`src/design/rwc_pkg.sv`:
```
// Shared types, constants and the saturating accumulate for the ring winding classifier.
// Used by rwc_classify and ring_winding_classifier; depends on nothing else.
package rwc_pkg;

    localparam int COORD_W = 16;
    localparam int OPND_W  = COORD_W + 1;
    localparam int PROD_W  = 2 * OPND_W;
    localparam int AREA_W  = 50;

    typedef enum logic [1:0] {
        ACT_DROP = 2'd0,
        ACT_HOLE = 2'd1,
        ACT_NEW  = 2'd2
    } action_t;

    typedef enum logic [1:0] {
        WIND_NEG  = 2'd0,
        WIND_POS  = 2'd1,
        WIND_ZERO = 2'd2
    } winding_t;

    typedef enum logic [1:0] {
        REF_NONE = 2'd0,
        REF_NEG  = 2'd1,
        REF_POS  = 2'd2
    } ref_wind_t;

    typedef struct packed {
        logic signed [COORD_W-1:0] x;
        logic signed [COORD_W-1:0] y;
        logic                      last_in_ring;
        logic                      last_ring_of_feature;
    } in_t;

    typedef struct packed {
        logic signed [AREA_W-1:0] ring_area;
        action_t                  action;
        winding_t                 winding;
    } out_t;

    // Add a product term to the running sum, clamping to the signed area range
    function automatic logic signed [AREA_W-1:0] sat_add(
        input logic signed [AREA_W-1:0] acc,
        input logic signed [PROD_W-1:0] term
    );
        logic signed [AREA_W:0] s;
        logic signed [AREA_W-1:0] r;
        s = {acc[AREA_W-1], acc} + {{(AREA_W + 1 - PROD_W){term[PROD_W-1]}}, term};
        if (s[AREA_W] != s[AREA_W-1])
        begin
            r = s[AREA_W] ? {1'b1, {(AREA_W-1){1'b0}}} : {1'b0, {(AREA_W-1){1'b1}}};
        end
        else
        begin
            r = s[AREA_W-1:0];
        end
        return r;
    endfunction

endpackage

```
`src/design/rwc_classify.sv`:
```
// Ring classification: winding sign, drop / hole / new-polygon decision and per-feature state.
// Depends on rwc_pkg.
module rwc_classify (
    input  logic                             clk,
    input  logic                             rst_n,
    input  logic                             fire,
    input  logic signed [rwc_pkg::AREA_W-1:0] area,
    input  logic                             last_ring_of_feature,
    output rwc_pkg::action_t                 action,
    output rwc_pkg::winding_t                winding
);

    logic                feature_start_reg;
    logic                feature_start_next;
    rwc_pkg::ref_wind_t  ref_reg;
    rwc_pkg::ref_wind_t  ref_next;
    logic                poly_open_reg;
    logic                poly_open_next;

    logic                area_zero;
    rwc_pkg::ref_wind_t  ring_ref;
    rwc_pkg::ref_wind_t  ref_eff;
    logic                single_ring;

    // Decode sign of the finished ring and choose its action
    always_comb
    begin
        area_zero   = (area == '0);
        ring_ref    = area[rwc_pkg::AREA_W-1] ? rwc_pkg::REF_NEG : rwc_pkg::REF_POS;
        ref_eff     = (ref_reg == rwc_pkg::REF_NONE) ? ring_ref : ref_reg;
        single_ring = feature_start_reg && last_ring_of_feature;

        if (area_zero)
        begin
            winding = rwc_pkg::WIND_ZERO;
        end
        else if (area[rwc_pkg::AREA_W-1])
        begin
            winding = rwc_pkg::WIND_NEG;
        end
        else
        begin
            winding = rwc_pkg::WIND_POS;
        end

        if (single_ring)
        begin
            action = rwc_pkg::ACT_NEW;
        end
        else if (area_zero)
        begin
            action = rwc_pkg::ACT_DROP;
        end
        else if ((ring_ref == ref_eff) || !poly_open_reg)
        begin
            action = rwc_pkg::ACT_NEW;
        end
        else
        begin
            action = rwc_pkg::ACT_HOLE;
        end
    end

    // Advance feature state on each finished ring
    always_comb
    begin
        feature_start_next = feature_start_reg;
        ref_next           = ref_reg;
        poly_open_next     = poly_open_reg;
        if (fire)
        begin
            if (!single_ring && !area_zero)
            begin
                ref_next       = ref_eff;
                poly_open_next = 1'b1;
            end
            if (last_ring_of_feature)
            begin
                feature_start_next = 1'b1;
                ref_next           = rwc_pkg::REF_NONE;
                poly_open_next     = 1'b0;
            end
            else
            begin
                feature_start_next = 1'b0;
            end
        end
    end

    always_ff @(posedge clk or negedge rst_n)
    begin
        if (!rst_n)
        begin
            feature_start_reg <= 1'b1;
            ref_reg           <= rwc_pkg::REF_NONE;
            poly_open_reg     <= 1'b0;
        end
        else
        begin
            feature_start_reg <= feature_start_next;
            ref_reg           <= ref_next;
            poly_open_reg     <= poly_open_next;
        end
    end

endmodule

```
`src/design/ring_winding_classifier.sv`:
```
// Shoelace ring area and winding classifier. A ring's result passes the operand, product and
// accumulate registers, then the result register, after its last vertex is accepted.
// Throughput: one vertex per cycle when the output is not stalled; the 50-bit saturating
// accumulate is the only recurrence. Vertices that end no ring pass without producing a result.
// Reset: asynchronous, active low; empties the pipeline, next vertex starts a ring and a feature.
// Depends on rwc_pkg and rwc_classify.
module ring_winding_classifier (
    input  logic           clk,
    input  logic           rst_n,
    input  logic           in_valid,
    output logic           in_ready,
    input  rwc_pkg::in_t   in_data,
    output logic           out_valid,
    input  logic           out_ready,
    output rwc_pkg::out_t  out_data
);

    localparam int OW = rwc_pkg::OPND_W;
    localparam int PW = rwc_pkg::PROD_W;
    localparam int AW = rwc_pkg::AREA_W;
    localparam int CW = rwc_pkg::COORD_W;

    // Ring tracking at the input
    logic          ring_start_reg;
    logic [CW-1:0] first_x_reg;
    logic [CW-1:0] first_y_reg;
    logic [CW-1:0] prev_x_reg;
    logic [CW-1:0] prev_y_reg;

    // Stage 1: operands
    logic                 v1_reg;
    logic signed [OW-1:0] edx_reg;
    logic signed [OW-1:0] esy_reg;
    logic signed [OW-1:0] cdx_reg;
    logic signed [OW-1:0] csy_reg;
    logic                 rs1_reg;
    logic                 last1_reg;
    logic                 feat1_reg;

    // Stage 2: products
    logic                 v2_reg;
    logic signed [PW-1:0] pe_reg;
    logic signed [PW-1:0] pc2_reg;
    logic                 rs2_reg;
    logic                 last2_reg;
    logic                 feat2_reg;

    // Stage 3: running sum
    logic                 v3_reg;
    logic signed [AW-1:0] area_sum_reg;
    logic signed [AW-1:0] area_sum_next;
    logic signed [PW-1:0] pc3_reg;
    logic                 last3_reg;
    logic                 feat3_reg;

    // Result register
    logic                 out_valid_reg;
    rwc_pkg::out_t        out_data_reg;

    logic                 accept;
    logic                 go1;
    logic                 go2;
    logic                 go3;
    logic                 emit;
    logic [CW-1:0]        fx_eff;
    logic [CW-1:0]        fy_eff;
    logic signed [AW-1:0] ring_area;
    rwc_pkg::action_t     action;
    rwc_pkg::winding_t    winding;

    // Move stages forward whenever the next one is empty or moving
    always_comb
    begin
        emit     = v3_reg && last3_reg;
        go3      = v3_reg && (!last3_reg || !out_valid_reg || out_ready);
        go2      = v2_reg && (!v3_reg || go3);
        go1      = v1_reg && (!v2_reg || go2);
        in_ready = !v1_reg || go1;
        accept   = in_valid && in_ready;
    end

    // Select closing vertex: a one-vertex ring closes on itself
    always_comb
    begin
        fx_eff = ring_start_reg ? in_data.x : first_x_reg;
        fy_eff = ring_start_reg ? in_data.y : first_y_reg;
    end

    // Hold ring start and previous vertex per transaction
    always_ff @(posedge clk or negedge rst_n)
    begin
        if (!rst_n)
        begin
            ring_start_reg <= 1'b1;
        end
        else if (accept)
        begin
            ring_start_reg <= in_data.last_in_ring;
        end
    end

    always_ff @(posedge clk)
    begin
        if (accept)
        begin
            if (ring_start_reg)
            begin
                first_x_reg <= in_data.x;
                first_y_reg <= in_data.y;
            end
            prev_x_reg <= in_data.x;
            prev_y_reg <= in_data.y;
        end
    end

    // Stage 1: edge and closing-edge operands
    always_ff @(posedge clk or negedge rst_n)
    begin
        if (!rst_n)
        begin
            v1_reg <= 1'b0;
        end
        else if (in_ready)
        begin
            v1_reg <= accept;
        end
    end

    always_ff @(posedge clk)
    begin
        if (accept)
        begin
            edx_reg   <= {prev_x_reg[CW-1], prev_x_reg} - {in_data.x[CW-1], in_data.x};
            esy_reg   <= {in_data.y[CW-1], in_data.y} + {prev_y_reg[CW-1], prev_y_reg};
            cdx_reg   <= {in_data.x[CW-1], in_data.x} - {fx_eff[CW-1], fx_eff};
            csy_reg   <= {fy_eff[CW-1], fy_eff} + {in_data.y[CW-1], in_data.y};
            rs1_reg   <= ring_start_reg;
            last1_reg <= in_data.last_in_ring;
            feat1_reg <= in_data.last_ring_of_feature;
        end
    end

    // Stage 2: multiply
    always_ff @(posedge clk or negedge rst_n)
    begin
        if (!rst_n)
        begin
            v2_reg <= 1'b0;
        end
        else if (!v2_reg || go2)
        begin
            v2_reg <= go1;
        end
    end

    always_ff @(posedge clk)
    begin
        if (go1 && (!v2_reg || go2))
        begin
            pe_reg    <= edx_reg * esy_reg;
            pc2_reg   <= cdx_reg * csy_reg;
            rs2_reg   <= rs1_reg;
            last2_reg <= last1_reg;
            feat2_reg <= feat1_reg;
        end
    end

    // Stage 3: saturating accumulate, cleared at ring start
    always_comb
    begin
        area_sum_next = rs2_reg ? '0 : rwc_pkg::sat_add(area_sum_reg, pe_reg);
    end

    always_ff @(posedge clk or negedge rst_n)
    begin
        if (!rst_n)
        begin
            v3_reg <= 1'b0;
        end
        else if (!v3_reg || go3)
        begin
            v3_reg <= go2;
        end
    end

    always_ff @(posedge clk)
    begin
        if (go2 && (!v3_reg || go3))
        begin
            area_sum_reg <= area_sum_next;
            pc3_reg      <= pc2_reg;
            last3_reg    <= last2_reg;
            feat3_reg    <= feat2_reg;
        end
    end

    // Close the ring and classify it
    always_comb
    begin
        ring_area = rwc_pkg::sat_add(area_sum_reg, pc3_reg);
    end

    rwc_classify u_classify (
        .clk                  (clk),
        .rst_n                (rst_n),
        .fire                 (go3 && emit),
        .area                 (ring_area),
        .last_ring_of_feature (feat3_reg),
        .action               (action),
        .winding              (winding)
    );

    // Result register
    always_ff @(posedge clk or negedge rst_n)
    begin
        if (!rst_n)
        begin
            out_valid_reg <= 1'b0;
        end
        else if (go3 && emit)
        begin
            out_valid_reg <= 1'b1;
        end
        else if (out_ready)
        begin
            out_valid_reg <= 1'b0;
        end
    end

    always_ff @(posedge clk)
    begin
        if (go3 && emit)
        begin
            out_data_reg.ring_area <= ring_area;
            out_data_reg.action    <= action;
            out_data_reg.winding   <= winding;
        end
    end

    assign out_valid = out_valid_reg;
    assign out_data  = out_data_reg;

endmodule

```
`config.mk`:
```
export PLATFORM = sky130hd
export DESIGN_NAME = ring_winding_classifier
export DESIGN_NICKNAME = d
export VERILOG_FILES = /design/src/design/rwc_pkg.sv /design/src/design/rwc_classify.sv /design/src/design/ring_winding_classifier.sv
export SDC_FILE = /design/constraint.sdc
export NUM_CORES = 2
export LEC_CHECK = 0
export BUFFER_PORTS_ARGS = -buffer_cell sky130_fd_sc_hd__buf_2
export CAP_MARGIN = 20
export CORE_MARGIN = 8
export CORE_UTILIZATION = 40
export CTS_CLUSTER_DIAMETER = 40
export DETAILED_ROUTE_END_ITERATION = 7
export SYNTH_ARGS = -nofsm -noshare
export SYNTH_HDL_FRONTEND = slang
export SYNTH_SLANG_ARGS = --single-unit
```
`constraint.sdc`:
```
create_clock -name clk -period 9.2 [get_ports clk]
set_input_delay 1.84 -clock clk [delete_from_list [all_inputs] [get_ports clk]]
set_output_delay 1.84 -clock clk [all_outputs]
set_load 0.05 [all_outputs]
```
Yosys cells after proc, flatten, opt, wreduce, memory -nomap -nowiden
Cells that the tools add are included.
Widths: inputs -> output; s select.
{"block": "op_classes", "mux": 18, "n_shift": 0, "add_sub_neg": 6, "magnitude_cmp": 0, "n_div": 0, "n_eq_ne": 3, "n_mul": 2, "n_reduce_logical": 30, "bitwise_logic": 0}
{"cell": "$mux 50", "n": 4}
{"cell": "$add 50x34->51", "n": 2}
{"cell": "$mul 17x17->34", "n": 2}
{"cell": "$logic_not 50->1", "n": 1}
{"cell": "$add 16x16->17", "n": 2}
{"cell": "$sub 16x16->17", "n": 2}
{"cell": "$mux 16", "n": 2}
{"cell": "$mux 2", "n": 6}
{"cell": "$logic_and 1x1->1", "n": 10}
{"cell": "$logic_not 1->1", "n": 8}
{"cell": "$logic_or 1x1->1", "n": 6}
{"cell": "$mux 1", "n": 6}
{"cell": "$reduce_bool 2->1", "n": 2}
{"cell": "$eq 2x2->1", "n": 1}
{"cell": "$logic_not 2->1", "n": 1}
{"cell": "$ne 1x1->1", "n": 2}
{"cell": "$reduce_and 2->1", "n": 1}
{"cell": "$reduce_or 2->1", "n": 1}
{"block": "word_totals", "mem_bits_ro": 0, "output_inout_bits": 56, "inputBits": 38, "mem_bits_rw": 0, "wordCells": 91, "reg_bits": 355, "latch_bits": 0, "mem_count": 0}

Logic depth before layout (Yosys ltp)
{"block": "depth", "word_depth": 10, "depth_mapped": 27, "depth_no_buf": 26}

Hierarchy
From an unflattened synthesis, not the netlist that was laid out.
{"block": "hier_totals", "cells_unflattened": 4180, "area_unflattened_um2": 42300.6}
{"mod": "ring_winding_classifier", "n_inst": 1, "cells_per_inst": 4138, "seq_area_each_um2": 10516.3, "area_per_inst_um2": 41975.3}
{"mod": "rwc_classify", "n_inst": 1, "cells_per_inst": 42, "seq_area_each_um2": 101.3, "area_per_inst_um2": 325.3}

Least setup slack after synthesis
OpenSTA, ideal clock, no wires.
{"block": "synth_path", "path_type": "register -> register", "from": "reg edx_reg[7]", "to": "reg pe_reg[33] (data pin)", "stages_incl_launch_ff": 24, "path_slack_ps": 2603, "t_required_ps": 8941, "setup_ps": 259, "arrival_time_ps": 6338, "period_less_slack_ps": 6597, "path_buffers": 1, "path_cell_list": "edfxtp_1 -> clkbuf_1 -> and2_1 -> fa_1 -> inv_1 -> fa_1 -> fa_1 -> fa_1 -> inv_1 -> fa_1 -> inv_1 -> fa_1 -> inv_1 -> ha_1 -> and2_1 -> a31oi_1 -> a21oi_1 -> o31a_1 -> a221o_1 -> a221o_1 -> a21o_1 -> a211oi_1 -> a21oi_1 -> xnor2_1"}
{"block": "synth_via", "elab_chain_cells": 1}
{"element": "start: declaration", "line_no": "ring_winding_classifier.sv:32", "rtl": "logic signed [OW-1:0] edx_reg;"}
{"element": "start signal: assignment", "line_no": "ring_winding_classifier.sv:133", "rtl": "edx_reg <= {prev_x_reg[CW-1], prev_x_reg} - {in_data.x[CW-1], in_data.x};"}
{"element": "$mul 17x17->34", "line_no": "ring_winding_classifier.sv:160", "rtl": "pe_reg <= edx_reg * esy_reg;"}
{"element": "end signal: assignment", "line_no": "ring_winding_classifier.sv:160"}
{"element": "end: declaration", "line_no": "ring_winding_classifier.sv:42", "rtl": "logic signed [PW-1:0] pe_reg;"}
Every way passes these cells.
A chain may end at the register's enable or synchronous reset.

Worst setup path after layout
{"block": "layout_path", "from": "reg esy_reg[2]", "to": "reg pe_reg[33] (data pin)"}
{"block": "layout_via", "elab_chain_cells": 1}
{"element": "start: declaration", "line_no": "ring_winding_classifier.sv:33", "rtl": "logic signed [OW-1:0] esy_reg;"}
{"element": "start signal: assignment", "line_no": "ring_winding_classifier.sv:134", "rtl": "esy_reg <= {in_data.y[CW-1], in_data.y} + {prev_y_reg[CW-1], prev_y_reg};"}
{"element": "$mul 17x17->34", "line_no": "ring_winding_classifier.sv:160"}
Every way passes these cells.

==> impl_metrics.tcl <==
set metrics [dict create \
    status "finished, final reports clean" \
    rr_startpoint "esy_reg[2]" \
    post_cts_buffers 0 \
    vias 28960 \
    drtIter0Drc 1755 \
    syn2layout_area_growth_pct 9.672 \
    grt_pass1_vias 30550 \
    wire_per_inst_um 18.16 \
    remaining_drc_errors 0 \
    initial_utilization_pct 40.42 \
    crit_path_start "esy_reg[2]" \
    cp.arrival_ps 7590 \
    stdcell_area_um2 45940 \
    reg2reg_slack_ps 1970 \
    cp_slowest_cell "edfxtp_1" \
    grt_start_max_net_pins 75 \
    cts_tree "yes" \
    fin_skew_ps 50.91 \
    cts_sinks 355 \
    synth_cell_types 79 \
    yosysMostFrequentCell "inv_1" \
    core_area_um2 103600 \
    slew_headroom_pct 28.77 \
    ys_top_cells_by_area "fa_1 29%, edfxtp_1 25%, ha_1 10%" \
    boundaryPins 94 \
    critPathMaxFanout 17 \
    dpl.hpwl_um 82000 \
    die-height_um 339.6 \
    drive_above_1_share_pct 6.606 \
    synth-warning-count 0 \
    preCtsSetupSlack_ps 2025 \
    synthArstFlopShare_pct 2.535 \
    clk_path_buf_depth 3 \
    totalWireLength_um 102300 \
    fp.dieW_um 339.6 \
    place_congestion 0.9327 \
    synth_edf_count 346 \
    numCtsBuffers 61 \
    reg2reg_depth 21 \
    fillers 9850 \
    grt_usage_pct 17.83 \
    htree_levels 2 \
    cp-start-kind "register" \
    clkTransAtPathRegs_ps 60 \
    r2r_end "pe_reg[33]" \
    synth_top_area_cell "fa_1" \
    ys.flop_type "edfxtp_1" \
    worstMarginPinSlew_ps 1066 \
    rsz0062_at_grt "no" \
    dpl_cell_area_um2 43700 \
    hp-class "register to register" \
    rows 118 \
    clkLatencyLatePin_ps 660 \
    synth_top_cell_area_share_pct 28.58 \
    ant_nets 0 \
    crit_cells 21 \
    syn-num-nets 5133 \
    hold_buffers 0 \
    finalMaxSlewViolations 0 \
    cp_common_cell "fa_1" \
    via_per_inst 5.138 \
    setup_tns_ps 0 \
    antenna_found_initial 6 \
    grt_pass1_wl_um 167300 \
    crit_buf_inv 3 \
    cp_top_family "adder cells" \
    io_buffers 93 \
    finalCriticalPeriod_ps 7232 \
    path_cells "nand2_1, fa_1, fa_1, fa_1, fa_1, inv_1, fa_1, inv_1, fa_1, inv_1, ha_1, and2_1, a31oi_1, a21oi_1, o31a_1, a221o_1, a221o_1, a21o_1, a211oi_1, a21oi_1, xnor2_1" \
    crit_end "pe_reg[33]" \
    synth_seq_area_share_pct 25.35 \
    layout_setup_ws_ps 1968 \
    finalHoldViolCount 0 \
    finalCritPeriodShare_pct 78.61 \
    clock-root-buffer "clkbuf_16" \
    maxCapViolCount 0 \
    ys_ff_latch 355 \
    max_stage_delay_ps 860 \
    setup_violations 0 \
    mappedNetlistArea_um2 41890 \
    critPathKind "register to register" \
    syn_inst 4161 \
    die-area_um2 115300 \
    largest_reg_flops 54 \
    final_nets 5173 \
    grt-ovfl-total 0 \
    end_kind "register" \
    drtPass1Iterations 5 \
    synthTopCellsByCount "731 x inv_1, 598 x fa_1, 388 x nand2_1, 346 x edfxtp_1, 336 x ha_1" \
    fmax_mhz 138.3 \
    syn_avg_cell_area_um2 10.07 \
    post_cts_resized 0 \
    required_ps 9560 \
]
==> per-stage QoR <==
| stage | utilization [%] | hold WS [ps] | cells |
|---|---|---|---|
| CTS | 44.30 | 415.0 | 5633 |
| finish | 44.32 | 416.3 | 5637 |
| detailed placement | 42.16 | 404.5 | 5517 |
| floorplan | - | 400.3 | 4161 |
| global placement | 42.16 | 401.5 | 5517 |
| global route | 44.32 | 424.0 | 5635 |
==> cells by family (layout without fill, tap and decap cells) <==
group	count (synthesis)	in the layout	share of synthesized area, %
AOI/OAI and AO/OA	656	656	10.01
xor gates and xnor gates	177	177	3.701
adders and majority gates	934	934	38.62
buffers and inverters	857	950	7.691
DFF	355	355	25.35
muxes	43	43	1.099
other	0	3	0
and+or+nand+nor	1139	1139	13.54
==> layer usage <==
layer | share of wire [%] | track usage, % | vias up | wire length (µm)
met2 | 47 | 30.33 | 628 | 48450
li1 | - | - | 13690 | -
met5 | 0.033 | 0 | - | 34
met3 | 5.0 | 2.959 | 163 | 5091
met1 | 45 | 23.40 | 14480 | 45660
met4 | 3.0 | 5.104 | 6 | 3107
==> how the worst min path moves through the flow <==
stage | startpoint | to | slack, ps | cells after the start
finish | pc2_reg[19] | pc3_reg[19] | 420 | 0
global route | pc2_reg[11] | pc3_reg[11] | 420 | 0
CTS | pc2_reg[19] | pc3_reg[19] | 420 | 0
detailed placement | pc2_reg[16] | pc3_reg[16] | 400 | 0
global placement | last1_reg | last2_reg | 400 | 0
floorplan | feat1_reg | feat2_reg | 400 | 0
==> cell usage in the layout, fill, tap and decap left out, types with 51 or more instances in the layout <==
master / instances
inv_1: 730
fa_1: 598
nand2_1: 388
edfxtp_1: 346
ha_1: 336
and2_1: 309
o21ai_0: 180
nor2_1: 167
a21oi_1: 162
xnor2_1: 126
buf_2: 93
a21o_1: 82
clkbuf_16: 61
nor3_1: 53
xor2_1: 51
==> area by class of cell <==
type / instances / area [µm²] / share of cell area, %
clock buffers: 65 / 1562 / 3.399
repair buffers: 103 / 548.0 / 1.193
inverters: 731 / 2744 / 5.973
clock inverters: 51 / 659.4 / 1.435
diodes: 3 / 7.507 / 0.01634
multi-input cells: 2949 / 28080 / 61.11
well taps: 1380 / 1727 / 3.758
flip-flops and latches: 355 / 10620 / 23.11
Power is not shown: default switching activity piles up to over one toggle a cycle in this logic, so the estimate is an artifact.
